**config.mk**
```make
export PLATFORM = sky130hd
export DESIGN_NAME = selective_repeat_sender_window_flat
export DESIGN_NICKNAME = d
export VERILOG_FILES = /design/src/design/srsw_pkg.sv /design/src/design/srsw_if.sv /design/src/design/selective_repeat_sender_window.sv /design/src/design/srsw_datapath.sv /design/src/design/srsw_ctrl.sv /design/src/flat_wrapper.sv
export SDC_FILE = /design/constraint.sdc
export NUM_CORES = 1
export LEC_CHECK = 0
export BUFFER_PORTS_ARGS = -buffer_cell sky130_fd_sc_hd__clkbuf_2
export CAP_MARGIN = 30
export CORE_ASPECT_RATIO = 1.5
export CORE_MARGIN = 1.5
export CORE_UTILIZATION = 50
export DETAILED_ROUTE_END_ITERATION = 7
export HOLD_SLACK_MARGIN = 0.02
export PLACE_DENSITY_LB_ADDON = 0.1
export SYNTH_ARGS = -nofsm -noshare
export SYNTH_HDL_FRONTEND = slang
export SYNTH_SLANG_ARGS = --single-unit
```
**constraint.sdc**
```tcl
create_clock -name clk -period 7.2 [get_ports clk]
set_input_delay 0.72 -clock clk [delete_from_list [all_inputs] [get_ports clk]]
set_output_delay 0.72 -clock clk [all_outputs]
set_load 0.1 [all_outputs]
```
**src/design/srsw_pkg.sv**
```systemverilog
// ----------------------------------------------------------------------------
// srsw_pkg: shared definitions for the selective-repeat sender window
// Field widths, event and result codes, register indexes and the
// command/status bundles between controller and datapath.
// ----------------------------------------------------------------------------
package srsw_pkg;

	localparam int WINDOW_MAX_DEF = 32;

	localparam int SEQ_W        = 31;
	localparam int BITMAP_W     = 32;
	localparam int BITMAP_IDX_W = $clog2(BITMAP_W);
	localparam int WSIZE_W      = 6;
	localparam int RETRY_W      = 4;
	localparam int OP_W         = 2;
	localparam int KIND_W       = 2;
	localparam int CFG_IDX_W    = 2;
	localparam int CFG_DATA_W   = 31;

	localparam logic [WSIZE_W-1:0] WSIZE_RST = 6'd4;
	localparam logic [SEQ_W-1:0]   LAST_RST  = 31'd1;
	localparam logic [RETRY_W-1:0] RETRY_RST = 4'd3;

	typedef enum logic [OP_W-1:0] {
		OP_START   = 2'd0,
		OP_ACK     = 2'd1,
		OP_TIMEOUT = 2'd2,
		OP_NOP     = 2'd3
	} opcode_t;

	typedef enum logic [KIND_W-1:0] {
		KIND_SEND  = 2'd0,
		KIND_DONE  = 2'd1,
		KIND_ABORT = 2'd2
	} kind_t;

	typedef enum logic [CFG_IDX_W-1:0] {
		CFG_WINDOW_SIZE = 2'd0,
		CFG_LAST_SEQ    = 2'd1,
		CFG_RETRY_LIMIT = 2'd2
	} cfg_idx_t;

	typedef struct packed {
		logic accept;
		logic step;
		logic flush;
	} srsw_cmd_t;

	typedef struct packed {
		logic loop_done;
		logic cand_emit;
		logic pend_valid;
		logic out_free;
	} srsw_stat_t;

endpackage

```
**src/design/srsw_if.sv**
```systemverilog
// ----------------------------------------------------------------------------
// srsw_if: channel interfaces of the selective-repeat sender window
// Event input, result output and configuration write channels.
// ----------------------------------------------------------------------------
interface srsw_req_if;
	logic                              valid;
	logic                              ready;
	logic [srsw_pkg::OP_W-1:0]         opcode;
	logic [srsw_pkg::SEQ_W-1:0]        ack_seq;
	logic [srsw_pkg::BITMAP_W-1:0]     ack_bitmap;

	modport source (output valid, output opcode, output ack_seq, output ack_bitmap,
		input ready);
	modport sink (input valid, input opcode, input ack_seq, input ack_bitmap,
		output ready);
endinterface

interface srsw_rsp_if;
	logic                              valid;
	logic                              ready;
	logic [srsw_pkg::KIND_W-1:0]       kind;
	logic [srsw_pkg::SEQ_W-1:0]        send_seq;
	logic                              last_of_run;

	modport source (output valid, output kind, output send_seq, output last_of_run,
		input ready);
	modport sink (input valid, input kind, input send_seq, input last_of_run,
		output ready);
endinterface

interface srsw_cfg_if;
	logic                              valid;
	logic                              ready;
	logic [srsw_pkg::CFG_IDX_W-1:0]    index;
	logic [srsw_pkg::CFG_DATA_W-1:0]   data;

	modport source (output valid, output index, output data, input ready);
	modport sink (input valid, input index, input data, output ready);
endinterface

```
**src/design/selective_repeat_sender_window.sv**
```systemverilog
// ----------------------------------------------------------------------------
// selective_repeat_sender_window: sender window of a selective-repeat transfer
// Answers start, ack and timeout events with runs of send requests, with a
// single done or abort beat, or with nothing; each run's final beat is marked.
// ----------------------------------------------------------------------------
// One event at a time. An event is accepted, then the walk visits one window
// position per step (up to the effective window size, 32 at most, and cut
// short at the last sequence), then the end of the walk is seen and the final
// beat is released. A start or a timeout walks the window size, an ack walks
// the slide length, and an event with no result or a single done or abort
// beat walks nothing. The walk steps one position per cycle, advancing a
// position counter and a sequence counter together; a stalled result channel
// holds the walk. Configuration writes are always taken.
module selective_repeat_sender_window #(
	parameter int WINDOW_MAX = srsw_pkg::WINDOW_MAX_DEF
) (
	input  logic clk,
	input  logic arst_n,
	srsw_cfg_if.sink   cfg,
	srsw_req_if.sink   req,
	srsw_rsp_if.source rsp
);
	import srsw_pkg::*;

	srsw_cmd_t  cmd;
	srsw_stat_t stat;

	assign cfg.ready = 1'b1;

	srsw_ctrl u_ctrl (
		.clk      (clk),
		.arst_n   (arst_n),
		.in_valid (req.valid),
		.in_ready (req.ready),
		.stat     (stat),
		.cmd      (cmd)
	);

	srsw_datapath #(
		.WINDOW_MAX (WINDOW_MAX)
	) u_datapath (
		.clk         (clk),
		.arst_n      (arst_n),
		.cfg_valid   (cfg.valid),
		.cfg_index   (cfg.index),
		.cfg_data    (cfg.data),
		.opcode      (req.opcode),
		.ack_seq     (req.ack_seq),
		.ack_bitmap  (req.ack_bitmap),
		.out_ready   (rsp.ready),
		.out_valid   (rsp.valid),
		.kind        (rsp.kind),
		.send_seq    (rsp.send_seq),
		.last_of_run (rsp.last_of_run),
		.cmd         (cmd),
		.stat        (stat)
	);

endmodule

```
**src/design/srsw_datapath.sv**
```systemverilog
// ----------------------------------------------------------------------------
// srsw_datapath: window state, walk counter and result registers
// Holds the configuration and window state, walks the window one position
// per step, and passes results through a pending slot into the output beat.
// ----------------------------------------------------------------------------
module srsw_datapath #(
	parameter int WINDOW_MAX = srsw_pkg::WINDOW_MAX_DEF
) (
	input  logic                              clk,
	input  logic                              arst_n,
	input  logic                              cfg_valid,
	input  logic [srsw_pkg::CFG_IDX_W-1:0]    cfg_index,
	input  logic [srsw_pkg::CFG_DATA_W-1:0]   cfg_data,
	input  logic [srsw_pkg::OP_W-1:0]         opcode,
	input  logic [srsw_pkg::SEQ_W-1:0]        ack_seq,
	input  logic [srsw_pkg::BITMAP_W-1:0]     ack_bitmap,
	input  logic                              out_ready,
	output logic                              out_valid,
	output logic [srsw_pkg::KIND_W-1:0]       kind,
	output logic [srsw_pkg::SEQ_W-1:0]        send_seq,
	output logic                              last_of_run,
	input  srsw_pkg::srsw_cmd_t               cmd,
	output srsw_pkg::srsw_stat_t              stat
);
	import srsw_pkg::*;

	localparam int WIN_CAP = (WINDOW_MAX < BITMAP_W) ? WINDOW_MAX : BITMAP_W;
	localparam int CNT_W   = $clog2(WIN_CAP + 1);

	typedef enum logic [1:0] {
		MODE_NEW,
		MODE_SLIDE,
		MODE_RESEND
	} mode_t;

	logic [WSIZE_W-1:0]   wsize_q;
	logic [SEQ_W-1:0]     last_q;
	logic [RETRY_W-1:0]   rlimit_q;

	logic [SEQ_W-1:0]     base_q;
	logic [SEQ_W:0]       next_q;
	logic [RETRY_W-1:0]   retries_q;
	logic [BITMAP_W-1:0]  bits_q;
	logic                 active_q;

	mode_t                mode_q;
	logic [CNT_W-1:0]     j_q;
	logic [CNT_W-1:0]     lim_q;
	logic [SEQ_W:0]       cur_q;

	logic                 pend_valid_q;
	kind_t                pend_kind_q;
	logic [SEQ_W-1:0]     pend_seq_q;

	logic                 out_valid_q;
	kind_t                out_kind_q;
	logic [SEQ_W-1:0]     out_seq_q;
	logic                 out_last_q;

	logic [CNT_W-1:0]        win;
	logic [SEQ_W-1:0]        jumps;
	logic [CNT_W-1:0]        slide_lim;
	logic [RETRY_W-1:0]      retry_dec;
	logic [BITMAP_IDX_W-1:0] bit_idx;
	logic                    move;

	always_comb begin
		if (wsize_q == '0) begin
			win = CNT_W'(1);
		end else if (32'(wsize_q) > WIN_CAP) begin
			win = CNT_W'(WIN_CAP);
		end else begin
			win = CNT_W'(wsize_q);
		end
	end

	assign jumps     = ack_seq - base_q;
	assign slide_lim = (jumps > SEQ_W'(win)) ? win : CNT_W'(jumps);
	assign retry_dec = (retries_q != '0) ? retries_q - RETRY_W'(1) : '0;
	assign bit_idx   = BITMAP_IDX_W'(j_q);

	assign stat.loop_done  = (j_q == lim_q) || (cur_q > {1'b0, last_q});
	assign stat.cand_emit  = (mode_q != MODE_RESEND) || !bits_q[bit_idx];
	assign stat.pend_valid = pend_valid_q;
	assign stat.out_free   = !out_valid_q || out_ready;

	assign move = (cmd.step && stat.cand_emit && pend_valid_q) || cmd.flush;

	always_ff @(posedge clk or negedge arst_n) begin
		if (!arst_n) begin
			wsize_q      <= WSIZE_RST;
			last_q       <= LAST_RST;
			rlimit_q     <= RETRY_RST;
			base_q       <= SEQ_W'(1);
			next_q       <= (SEQ_W + 1)'(WSIZE_RST) + (SEQ_W + 1)'(1);
			retries_q    <= RETRY_RST;
			bits_q       <= '0;
			active_q     <= 1'b0;
			mode_q       <= MODE_NEW;
			j_q          <= '0;
			lim_q        <= '0;
			cur_q        <= '0;
			pend_valid_q <= 1'b0;
			out_valid_q  <= 1'b0;
		end else begin
			if (cfg_valid) begin
				unique case (cfg_idx_t'(cfg_index))
					CFG_WINDOW_SIZE: wsize_q  <= cfg_data[WSIZE_W-1:0];
					CFG_LAST_SEQ:    last_q   <= cfg_data[SEQ_W-1:0];
					CFG_RETRY_LIMIT: rlimit_q <= cfg_data[RETRY_W-1:0];
					default: ;
				endcase
			end

			if (cmd.accept) begin
				j_q <= '0;
				unique case (opcode_t'(opcode))
					OP_START: begin
						base_q       <= SEQ_W'(1);
						next_q       <= (SEQ_W + 1)'(win) + (SEQ_W + 1)'(1);
						retries_q    <= rlimit_q;
						bits_q       <= '0;
						active_q     <= 1'b1;
						mode_q       <= MODE_NEW;
						cur_q        <= (SEQ_W + 1)'(1);
						lim_q        <= win;
						pend_valid_q <= 1'b0;
					end
					OP_ACK: begin
						if (active_q) begin
							bits_q    <= ack_bitmap;
							retries_q <= rlimit_q;
							if (ack_seq > base_q) begin
								base_q <= ack_seq;
								if (ack_seq > last_q) begin
									active_q     <= 1'b0;
									pend_valid_q <= 1'b1;
									lim_q        <= '0;
								end else begin
									mode_q       <= MODE_SLIDE;
									cur_q        <= next_q;
									lim_q        <= slide_lim;
									pend_valid_q <= 1'b0;
								end
							end else begin
								lim_q        <= '0;
								pend_valid_q <= 1'b0;
							end
						end else begin
							lim_q        <= '0;
							pend_valid_q <= 1'b0;
						end
					end
					OP_TIMEOUT: begin
						if (active_q) begin
							retries_q <= retry_dec;
							if (retry_dec == '0) begin
								active_q     <= 1'b0;
								pend_valid_q <= 1'b1;
								lim_q        <= '0;
							end else begin
								mode_q       <= MODE_RESEND;
								cur_q        <= {1'b0, base_q};
								lim_q        <= win;
								pend_valid_q <= 1'b0;
							end
						end else begin
							lim_q        <= '0;
							pend_valid_q <= 1'b0;
						end
					end
					default: begin
						lim_q        <= '0;
						pend_valid_q <= 1'b0;
					end
				endcase
			end else if (cmd.step) begin
				j_q   <= j_q + CNT_W'(1);
				cur_q <= cur_q + (SEQ_W + 1)'(1);
				if (mode_q == MODE_SLIDE) begin
					next_q <= cur_q + (SEQ_W + 1)'(1);
				end
				if (stat.cand_emit) begin
					pend_valid_q <= 1'b1;
				end
			end else if (cmd.flush) begin
				pend_valid_q <= 1'b0;
			end

			if (move) begin
				out_valid_q <= 1'b1;
			end else if (out_ready) begin
				out_valid_q <= 1'b0;
			end
		end
	end

	always_ff @(posedge clk) begin
		if (cmd.accept) begin
			pend_kind_q <= (opcode_t'(opcode) == OP_ACK) ? KIND_DONE : KIND_ABORT;
			pend_seq_q  <= '0;
		end else if (cmd.step && stat.cand_emit) begin
			pend_kind_q <= KIND_SEND;
			pend_seq_q  <= cur_q[SEQ_W-1:0];
		end
		if (move) begin
			out_kind_q <= pend_kind_q;
			out_seq_q  <= pend_seq_q;
			out_last_q <= cmd.flush;
		end
	end

	assign out_valid   = out_valid_q;
	assign kind        = out_kind_q;
	assign send_seq    = out_seq_q;
	assign last_of_run = out_last_q;

endmodule

```
**src/design/srsw_ctrl.sv**
```systemverilog
// ----------------------------------------------------------------------------
// srsw_ctrl: event sequencer of the selective-repeat sender window
// Takes one event, steps the window walk while the result path has room,
// then closes the run by releasing the held result as the final beat.
// ----------------------------------------------------------------------------
module srsw_ctrl (
	input  logic                 clk,
	input  logic                 arst_n,
	input  logic                 in_valid,
	output logic                 in_ready,
	input  srsw_pkg::srsw_stat_t stat,
	output srsw_pkg::srsw_cmd_t  cmd
);
	import srsw_pkg::*;

	typedef enum logic [1:0] {
		ST_IDLE,
		ST_RUN,
		ST_FLUSH
	} state_t;

	state_t state_q;
	logic   ready_q;

	assign in_ready   = ready_q;
	assign cmd.accept = ready_q && in_valid;
	assign cmd.step   = (state_q == ST_RUN) && !stat.loop_done
		&& !(stat.cand_emit && stat.pend_valid && !stat.out_free);
	assign cmd.flush  = (state_q == ST_FLUSH) && stat.pend_valid && stat.out_free;

	always_ff @(posedge clk or negedge arst_n) begin
		if (!arst_n) begin
			state_q <= ST_IDLE;
			ready_q <= 1'b1;
		end else begin
			unique case (state_q)
				ST_IDLE: begin
					if (cmd.accept) begin
						state_q <= ST_RUN;
						ready_q <= 1'b0;
					end
				end
				ST_RUN: begin
					if (stat.loop_done) begin
						state_q <= ST_FLUSH;
					end
				end
				ST_FLUSH: begin
					if (!stat.pend_valid || stat.out_free) begin
						state_q <= ST_IDLE;
						ready_q <= 1'b1;
					end
				end
				default: begin
					state_q <= ST_IDLE;
					ready_q <= 1'b1;
				end
			endcase
		end
	end

endmodule
```
**src/flat_wrapper.sv**
```systemverilog
// flat-port wrapper written by rule: the top's interface ports become plain ports
module selective_repeat_sender_window_flat import srsw_pkg::*;
#(
	parameter int WINDOW_MAX = srsw_pkg::WINDOW_MAX_DEF
)
  (clk, arst_n, cfg_valid, cfg_index, cfg_data, cfg_ready, req_valid, req_opcode, req_ack_seq, req_ack_bitmap, req_ready, rsp_valid, rsp_kind, rsp_send_seq, rsp_last_of_run, rsp_ready);
  srsw_cfg_if cfg_i ();
  srsw_req_if req_i ();
  srsw_rsp_if rsp_i ();
  input  logic clk;
  input  logic arst_n;
  input wire logic [$bits(cfg_i.valid)-1:0] cfg_valid;
  input wire logic [$bits(cfg_i.index)-1:0] cfg_index;
  input wire logic [$bits(cfg_i.data)-1:0] cfg_data;
  output wire logic [$bits(cfg_i.ready)-1:0] cfg_ready;
  input wire logic [$bits(req_i.valid)-1:0] req_valid;
  input wire logic [$bits(req_i.opcode)-1:0] req_opcode;
  input wire logic [$bits(req_i.ack_seq)-1:0] req_ack_seq;
  input wire logic [$bits(req_i.ack_bitmap)-1:0] req_ack_bitmap;
  output wire logic [$bits(req_i.ready)-1:0] req_ready;
  output wire logic [$bits(rsp_i.valid)-1:0] rsp_valid;
  output wire logic [$bits(rsp_i.kind)-1:0] rsp_kind;
  output wire logic [$bits(rsp_i.send_seq)-1:0] rsp_send_seq;
  output wire logic [$bits(rsp_i.last_of_run)-1:0] rsp_last_of_run;
  input wire logic [$bits(rsp_i.ready)-1:0] rsp_ready;
  assign cfg_i.valid = cfg_valid;
  assign cfg_i.index = cfg_index;
  assign cfg_i.data = cfg_data;
  assign cfg_ready = cfg_i.ready;
  assign req_i.valid = req_valid;
  assign req_i.opcode = req_opcode;
  assign req_i.ack_seq = req_ack_seq;
  assign req_i.ack_bitmap = req_ack_bitmap;
  assign req_ready = req_i.ready;
  assign rsp_valid = rsp_i.valid;
  assign rsp_kind = rsp_i.kind;
  assign rsp_send_seq = rsp_i.send_seq;
  assign rsp_last_of_run = rsp_i.last_of_run;
  assign rsp_i.ready = rsp_ready;
  selective_repeat_sender_window #(.WINDOW_MAX(WINDOW_MAX)) u_core (.clk(clk), .arst_n(arst_n), .cfg(cfg_i), .req(req_i), .rsp(rsp_i));
endmodule
```
==> metrics.md, run 1 <==
| Metric | Value |
|---|---|
| GRT Total Usage | `28.25%` |
| Post-synthesis xor/xnor area fraction | `3.379%` |
| Most common cell in the netlist | `dfrtp_1` |
| N_diodes | `0` |
| Total Wirelength | `44990 microns` |
| P&R area growth vs syn | `11.35%` |
| Slew @ Worst Pin | `approximately 0.97 ns` |
| Final min period | `roughly 4.6 ns` |
| Unique masters post-synth | `82` |
| # fillers | `2847` |
| Post-Synth Simple-Gate Area | `16.15%` |
| Compound-Gate Fraction of Synth Area | `16.88%` |
| CTS tree | `yes` |
| Antenna-violating nets left | `0` |
| Port buffer count | `138` |
| Net Count, Synth | `1852` |
| Adder-Cell Fraction of Synth Area | `8.736%` |
| First-pass GRT wire length | `71020 microns` |
| Maximum fanout along the worst path | `38` |
| Post-synth EDFFs | `36` |
| Clk_lat worst skew | `roughly 0.55 ns` |
| H-tree Lvls | `1` |
| Die ar. | `between 0.03 and 0.04 sq mm` |
| Via/cell ratio | `5.960` |
| Top-area cell type share of the netlist area | `29.28%` |
| Register area | `approximately 0.0065 sq mm` |
| Outcome | `finished, final reports clean` |
| Number of global-route vias before repair | `~13000` |
| Number of cells on the worst reg-to-reg path | `10` |
| DIE HEIGHT | `219.0 microns` |
| Initial core utilization | `51.08%` |
| Worst R2R Start | `u_core.u_datapath.cur_q[27]$_DFFE_PN0P_` |
| Area contributors post-synth | `dfrtp_1 (29%), ha_1 (8.6%), edfxtp_1 (7.0%), dfxtp_1 (4.0%), nand2_1 (3.9%)` |
| Finished Core Util | `56.88%` |
| Mean Syn Cell Area | `roughly 9.5 sq um` |
| Clock slew at reported path FFs | `0.06 ns` |
| Avg WL per Cell | `20.99 microns` |
| PwrDens | `340.9 mW/mm^2` |
| Vias after detailed routing | `~13000` |
| Yosys top cell by area | `dfrtp_1` |
| CTS Buf Count | `27` |
| Critical path endpoint category | `flop` |
| Clock sink total | `259` |
| Nets@finish | `1935` |
| Gpl congestion | `roughly 1` |
| Unrepaired setup endpoints after global routing | `no` |
| Maximum root-to-sink buffer count | `3` |
| Maximum vdd drop | `between 0.2 and 0.25 mV` |
| Clock root buffer | `clkbuf_16` |
| Initial antenna violation count | `0` |
| HPWL Detailed | `between 30000 and 40000 microns` |
| Syn Inst Count | `1641` |
| Crit Path Category | `flop to flop` |
| Grt ovf | `0` |
| Max-slew headroom | `about 35%` |
| Post-synthesis mux area share | `7.039%` |
| Post-synth ARST share | `74.13%` |
| Area of the multi-input gates | `between 0.008 and 0.009 sq mm` |
| Flop2flop setup slack | `around 2.6 ns` |
| Final hold slack | `roughly 0.39 ns` |
| Pre-Repair DR Iteration Count | `5` |
| Setup violators final | `0` |
| Register area share after synthesis | `between 40% and 50%` |
| Tcrit/Tclk final | `64.41%` |
| Largest family of logic cells by synthesized area | `compound AO/OA/AOI/OAI gates` |
| Core Region | `roughly 0.030 sq mm` |
| Pleak | `around 7.6 nW` |
| Die W | `147.0 microns` |
| Post-synth design cell area | `0.01555 sq mm` |
| Startpoint types | `flop` |
| Slew Limit Fails | `0` |
| Post-CTS Setup Inserts | `0` |
| Reg-to-Reg End | `u_core.u_datapath.next_q[30]$_DFFE_PN0P_` |
| Share of layout cells above drive strength 1 | `16.74%` |
| Critical Path RT | `about 7.6 ns` |
| DRT iter0 DRCs | `slightly above 800` |
| Crit. Startpoint | `u_core.u_datapath.cur_q[27]$_DFFE_PN0P_` |
| Setup TNS | `0 ns` |
| Total number of yosys warnings | `0` |
| Arrival time at the worst endpoint | `5.06 ns` |
| Largest net degree at the start of global routing | `115` |
| Clock skew | `roughly 0.02 ns` |
| FF+latch count, synth | `259` |
| Io pins | `140` |
| Post-synth top cells | `dfrtp_1 (182), nand2_1 (160), nor2_1 (139), ha_1 (107), inv_1 (105)` |
| Final Hold Vio Count | `0` |
| Hold Path Class | `input pin to flop` |
| Fmax | `215.6 MHz` |
| DRC errors left | `0` |
| Max-Cap Viols | `0` |
| Row count | `78` |
| Crit path to | `u_core.u_datapath.next_q[30]$_DFFE_PN0P_` |
| Most common flop cell mapped by yosys | `dfrtp_1` |
metal layers:
layer	track usage [%]	share of wire, %	vias to the layer above
met5	0	0	-
met4	10.00	3.3	0
met3	3.410	5.1	78
met2	48.47	49	407
met1	36.84	43	6194
li1	-	-	6100
cell usage in the layout, fill, tap and decap left out, types with 7 or more instances in the layout:
cell,synthesis,layout
o21a_1,11,11
nand2b_1,14,14
nor3_1,25,25
o211ai_1,16,16
a22o_1,31,31
nor4_1,7,7
xnor2_1,30,30
a21o_1,20,20
mux2i_1,34,34
o21ai_0,70,68
o32ai_1,15,15
dfxtp_1,31,31
clkbuf_2,1,137
xor2_1,30,30
mux4_2,10,10
ha_1,107,105
dfstp_2,10,10
o22ai_1,12,12
a31oi_1,25,25
nor2_1,139,138
clkbuf_16,0,27
or3_1,12,12
inv_1,105,105
edfxtp_1,36,36
nand2_1,160,159
o31ai_1,12,12
nor2b_1,10,9
dfrtp_1,182,182
and3_1,9,9
nand3_1,90,90
a22oi_1,36,36
mux2_2,47,47
nand4_1,27,27
a21oi_1,74,73
a211oi_1,8,8
buf_4,7,16
o21bai_1,7,7
layout make-up:
cell class	count	share of cell area, %
Sequential cell	259	37.64
Multi-Input combinational cell	1173	47.10
Clock buffer	29	3.945
Clock inverter	20	1.026
Inverter	106	2.297
Tap cell	400	2.890
Timing Repair Buffer	157	5.108
repair_timing:
item / 4_1_cts / 5_1_grt
setup endpoints to repair: 0 / 0
hold buffers: 0 / 1
endpoints found under the hold margin: 0 / 4
gates resized for setup: 0 / 0
state kept, by name, indices dropped and copies added, names as in the netlist, 2 cells and up:
name                           flops
u_core.u_datapath.bits_q          32
u_core.u_datapath.cur_q           32
u_core.u_datapath.next_q          32
u_core.u_datapath.base_q          31
u_core.u_datapath.last_q          31
u_core.u_datapath.pend_seq_q      31
u_core.u_datapath.send_seq        31
u_core.u_datapath.j_q              6
u_core.u_datapath.lim_q            6
u_core.u_datapath.wsize_q          6
u_core.u_datapath.retries_q        4
u_core.u_datapath.rlimit_q         4
u_core.u_ctrl.state_q              2
u_core.u_datapath.kind             2
u_core.u_datapath.mode_q           2
u_core.u_datapath.pend_kind_q      2
logic make-up (layout without fill, tap and decap cells):
group	count (synthesis)	after routing
AO/OA/AOI/OAI	387	387
XOR/XNOR	60	60
adder cells (fa/ha/maj)	108	108
buffers and inverters	209	312
flip-flops	259	259
multiplexers	91	91
other	1	1
AND/OR/NAND/NOR	526	526
critical path, stage by stage (launching register included):
cell	delay, ns
dfrtp_1	0.56
ha_1	0.34
a2111oi_0	0.42
o21ai_0	0.15
a311oi_1	0.27
o21ai_0	0.32
a21oi_1	0.30
nand3_2	0.47
o21ai_4	0.94
buf_4	0.38
mux2_2	0.36
report_power, final:
| part | switching [mW] | internal, mW |
|---|---|---|
| clock network | 0.616 | 0.766 |
| logic | 1.41 | 0.852 |
| registers | 0.389 | 1.87 |
| total | 2.42 | 3.49 |
per-stage QoR:
stage | instance area [sq um] | instances | power, mW | worst slack, ns
6_report | 17320 | 2144 | 5.904 | 2.562
5_1_grt | 17320 | 2144 | 6.256 | 2.319
4_1_cts | 17280 | 2142 | 5.916 | 2.629
3_5_place_dp | 16420 | 2093 | 4.511 | 2.521
3_3_place_gp | 16390 | 2092 | 4.482 | 2.574
2_1_floorplan | 15550 | 1641 | 3.852 | 3.086
how the worst min path moves through the flow:
stage | start | endpoint | slack (ns) | cells past startpoint
4_1_cts | arst_n | u_core.u_datapath.out_valid$_DFFE_PN0P_ | 0.35 | 1
3_3_place_gp | u_core.u_datapath.pend_seq_q[14]$_SDFFE_PP0P_ | u_core.u_datapath.send_seq[14]$_DFFE_PP_ | 0.41 | 0
2_1_floorplan | u_core.u_datapath.pend_kind_q[0]$_SDFFCE_PN0P_ | u_core.u_datapath.kind[0]$_DFFE_PP_ | 0.40 | 0
6_report | req_ack_bitmap[11] | u_core.u_datapath.bits_q[11]$_DFFE_PN0P_ | 0.39 | 3
5_1_grt | req_ack_bitmap[11] | u_core.u_datapath.bits_q[11]$_DFFE_PN0P_ | 0.39 | 3
3_5_place_dp | u_core.u_datapath.pend_seq_q[15]$_SDFFE_PP0P_ | u_core.u_datapath.send_seq[15]$_DFFE_PP_ | 0.42 | 0
Note: power is estimated with default switching activity, not from simulation.
==> inputs of run 2 (changes only) <==
- ABC_AREA: default -> 1
- clock period: 7.2 -> 4.63 ns (I/O delays scaled with it)
==> metrics.md, run 2 <==
| Metric | Value |
|---|---|
| Nets@finish | `2657 (was 1935)` |
| Post-synth design cell area | `0.01674 sq mm (was 0.01555 sq mm)` |
| Crit. path cell count | `12 (was 10)` |
| Syn Inst Count | `2343 (was 1641)` |
| Yosys top cell by area | `dfrtp_1 (unchanged)` |
| Setup violators final | `0 (unchanged)` |
| Finished Core Util | `57.18% (was 56.88%)` |
| N_diodes | `0 (unchanged)` |
| Post-synth EDFFs | `36 (unchanged)` |
| Post-synthesis xor/xnor area fraction | `0.5757% (was 3.379%)` |
| Unrepaired setup endpoints after global routing | `no (unchanged)` |
| Total Wirelength | `52860 microns (was 44990 microns)` |
| HPWL Detailed | `40100 microns (was 33510 microns)` |
| Slew @ Worst Pin | `1.032 ns (was 0.9658 ns)` |
| Non-filler cells, final | `2881 (was 2144)` |
| DRT iter0 DRCs | `1092 (was 807)` |
| Compound-Gate Fraction of Synth Area | `11.69% (was 16.88%)` |
| Avg WL per Cell | `18.35 microns (was 20.99 microns)` |
| DRC errors left | `0 (unchanged)` |
| Number of cells on the worst reg-to-reg path | `12 (was 10)` |
| Gpl congestion | `1.006 (was 0.9975)` |
| Slew Limit Fails | `0 (unchanged)` |
| Critical path endpoint category | `flop (unchanged)` |
| DIE HEIGHT | `227.1 microns (was 219.0 microns)` |
| Crit path largest cell delay | `0.82 ns (was 0.94 ns)` |
| Io pins | `140 (unchanged)` |
| Clock skew | `0.01377 ns (was 0.02038 ns)` |
| Die ar. | `0.03460 sq mm (was 0.03220 sq mm)` |
| Final Hold Vio Count | `0 (unchanged)` |
| Die W | `152.4 microns (was 147.0 microns)` |
| Final worst slack | `0.8857 ns (was 2.562 ns)` |
| Maximum root-to-sink buffer count | `3 (unchanged)` |
| Worst R2R Start | `u_core.u_datapath.cur_q[29]$_DFFE_PN0P_ (was u_core.u_datapath.cur_q[27]$_DFFE_PN0P_)` |
| Most Frequent Cell on Critical Path | `nand2_1 (was o21ai_0)` |
| Maximum vdd drop | `0.3014 mV (was 0.2237 mV)` |
| # fillers | `3228 (was 2847)` |
| Largest registers | `u_core.u_datapath.bits_q (32), u_core.u_datapath.cur_q (32), u_core.u_datapath.next_q (32) (unchanged)` |
| Crit Path Category | `flop to flop (unchanged)` |
| Number of global-route vias before repair | `15917 (was 12614)` |
| Tcrit/Tclk final | `80.87% (was 64.41%)` |
| Pleak | `9.580 nW (was 7.598 nW)` |
| Max-slew headroom | `30.55% (was 35.37%)` |
| PwrDens | `572.4 mW/mm^2 (was 340.9 mW/mm^2)` |
| Most common cell in the netlist | `nand2_1 (was dfrtp_1)` |
| Register area share after synthesis | `38.95% (was 41.91%)` |
| Adder-Cell Fraction of Synth Area | `8.119% (was 8.736%)` |
| Placed cell count | `2830 (was 2093)` |
| Post-synth top cells | `nand2_1 (655), inv_1 (292), nand3_1 (263), dfrtp_1 (182), o21ai_0 (168) (was dfrtp_1 (182), nand2_1 (160), nor2_1 (139), ha_1 (107), inv_1 (105))` |
| Area contributors post-synth | `dfrtp_1 (27%), nand2_1 (15%), ha_1 (8.0%), nand3_1 (7.9%), inv_1 (6.5%) (was dfrtp_1 (29%), ha_1 (8.6%), edfxtp_1 (7.0%), dfxtp_1 (4.0%), nand2_1 (3.9%))` |
| GRT Total Usage | `30.94% (was 28.25%)` |
| Most frequent cells in the layout | `nand2_1 (655), inv_1 (292), nand3_1 (262), dfrtp_1 (182), o21ai_0 (168) (was dfrtp_1 (182), nand2_1 (159), nor2_1 (138), clkbuf_2 (137))` |
| CTS Buf Count | `27 (unchanged)` |
| Setup TNS | `0 ns (unchanged)` |
| Clk_lat worst skew | `0.55 ns (about the same)` |
| CP max stage cell | `nor4_1 (was o21ai_4)` |
| Via/cell ratio | `5.557 (was 5.960)` |
| Outcome | `finished, final reports clean (unchanged)` |
| CTS tree | `yes (unchanged)` |
| Initial core utilization | `50.97% (was 51.08%)` |
| Max-Cap Viols | `0 (unchanged)` |
| Core Region | `0.03284 sq mm (was 0.03045 sq mm)` |
| Final min period | `3.744 ns (was 4.638 ns)` |
| Largest family of logic cells by synthesized area | `simple AND/OR/NAND/NOR gates (was compound AO/OA/AOI/OAI gates)` |
| Row count | `81 (was 78)` |
| Total number of yosys warnings | `0 (unchanged)` |
| Fmax | `267.1 MHz (was 215.6 MHz)` |
| Hold wc startpoint | `req_ack_bitmap[13] (was req_ack_bitmap[11])` |
| Mean Syn Cell Area | `7.143 sq um (was 9.478 sq um)` |
| CP Buf/Inv Count | `1 (unchanged)` |
| Grt ovf | `0 (unchanged)` |
| Post-synth ARST share | `74.13% (unchanged)` |
| FF+latch count, synth | `259 (unchanged)` |
| Net Count, Synth | `2554 (was 1852)` |
| P&R area growth vs syn | `12.19% (was 11.35%)` |
| Initial antenna violation count | `0 (unchanged)` |
| Unique masters post-synth | `56 (was 82)` |
| Commonest non-fill, non-tap cell in the layout | `nand2_1 (was dfrtp_1)` |
| Pre-Repair DR Iteration Count | `5 (unchanged)` |
| First-pass GRT wire length | `85280 microns (was 71020 microns)` |
| H-tree Lvls | `1 (unchanged)` |
| Most common flop cell mapped by yosys | `dfrtp_1 (unchanged)` |
| Final hold slack | `0.1502 ns (was 0.3950 ns)` |
| Vias after detailed routing | `16011 (was 12779)` |
| Port buffer count | `138 (unchanged)` |
| Crit-path leading delay family | `simple AND/OR/NAND/NOR gates (was compound AO/OA/AOI/OAI gates)` |
| Maximum fanout along the worst path | `34 (was 38)` |
| Post-synthesis mux area share | `0% (was 7.039%)` |
| Top-area cell type share of the netlist area | `27.21% (was 29.28%)` |
| Critical-path cell list | `ha_1 > nand2_1 > nor3_1 > nand4_1 > nor4_1 > nand3_1 > nand2_1 > nand2_1 > nor2_4 > nand3_1 > nand2_1 > buf_4 (was ha_1 > a2111oi_0 > o21ai_0 > a311oi_1 > o21ai_0 > a21oi_1 > nand3_2 > o21ai_4 > buf_4 > mux2_2)` |
| Clock slew at reported path FFs | `0.06 ns (about the same)` |
| Hold Path Class | `input pin to flop (unchanged)` |
| Startpoint types | `flop (unchanged)` |
| Clock sink total | `259 (unchanged)` |
| Crit. Startpoint | `u_core.u_datapath.cur_q[29]$_DFFE_PN0P_ (was u_core.u_datapath.cur_q[27]$_DFFE_PN0P_)` |
| Arrival time at the worst endpoint | `3.94 ns (was 5.06 ns)` |
| Largest net degree at the start of global routing | `114 (was 115)` |
| Antenna-violating nets left | `0 (unchanged)` |
| Min-Delay Path Depth | `3 (unchanged)` |
| Critical Path RT | `4.82 ns (was 7.63 ns)` |
| Share of layout cells above drive strength 1 | `10.50% (was 16.74%)` |
| Setup WS pre-CTS | `0.8994 ns (was 2.521 ns)` |
| Clock root buffer | `clkbuf_16 (unchanged)` |
| Post-Synth Simple-Gate Area | `31.40% (was 16.15%)` |
run 2: changes by cell type in the layout (fill, tap and decap cells not counted), sizes merged, moves of 34 or more:
cell   delta
inv     +193
a22oi    -36
o21ai   +106
nand2   +508
mux2     -47
nand3   +174
mux2i    -34
a21oi    +68
run 2: layer usage:
metal	up-vias	GRT usage, %	share of wire (%)
li1	7858	-	-
met3	119	2.760	5.0
met5	-	0	0
met2	500	53.99	49
met1	7534	38.82	41
met4	0	14.66	4.9
run 2: cell families after synthesis:
logic type | after synthesis
other | 1
flip-flops | 259
adder cells (fa/ha/maj) | 108
XOR/XNOR | 11
buffers and inverters | 391
AND/OR/NAND/NOR | 1207
AO/OA/AOI/OAI | 366
run 2: tightest hold or removal path, cell delays in order:
cell	delay, ns
clkbuf_2	0.08
nand3_1	0.07
nand2_1	0.05
run 2: per-stage QoR:
stage               cell area (sq um)  power [mW]
CTS                             18740       10.75
global placement                17730       8.201
detailed placement              17760       8.293
global route                    18780       11.49
floorplan                       16740       6.855
finish                          18780       10.75
run 2: path summary, 6_finish.rpt:
check,end,slack (ns)
max in group asynchronous,u_core.u_datapath.next_q[19]$_DFFE_PN0P_,3.17
min in group asynchronous,u_core.u_datapath.bits_q[14]$_DFFE_PN0P_,0.28
max,u_core.u_datapath.send_seq[27]$_DFFE_PP_,0.89
min,u_core.u_datapath.bits_q[13]$_DFFE_PN0P_,0.15
max reg2reg,u_core.u_datapath.send_seq[27]$_DFFE_PP_,0.89
min reg2reg,u_core.u_datapath.send_seq[29]$_DFFE_PP_,0.43
run 2: area by class of cell:
| cell class | instances | area [sq um] | share of cell area [%] |
|---|---|---|---|
| Clock inverter | 15 | 239.0 | 1.273 |
| Sequential cell | 259 | 6519 | 34.72 |
| Clock buffer | 34 | 742.0 | 3.952 |
| Tap cell | 415 | 519.2 | 2.766 |
| Inverter | 306 | 1149 | 6.118 |
| Multi-Input combinational cell | 1693 | 8696 | 46.31 |
| Timing Repair Buffer | 159 | 912.1 | 4.858 |
run 2: power by group:
part           switching, mW  leakage (nW)  internal, mW  total (mW)
sequential             0.592          3.08          2.94        3.53
clock                  0.959         0.480          1.47        2.43
combinational           3.44          6.02          1.34        4.78
run 2: timing repair:
| action | in CTS | in global routing |
|---|---|---|
| buffers inserted | 0 | 0 |
| resized for setup | 0 | 0 |
| hold endpoints to repair | 0 | 3 |
| hold buffers | 0 | 1 |
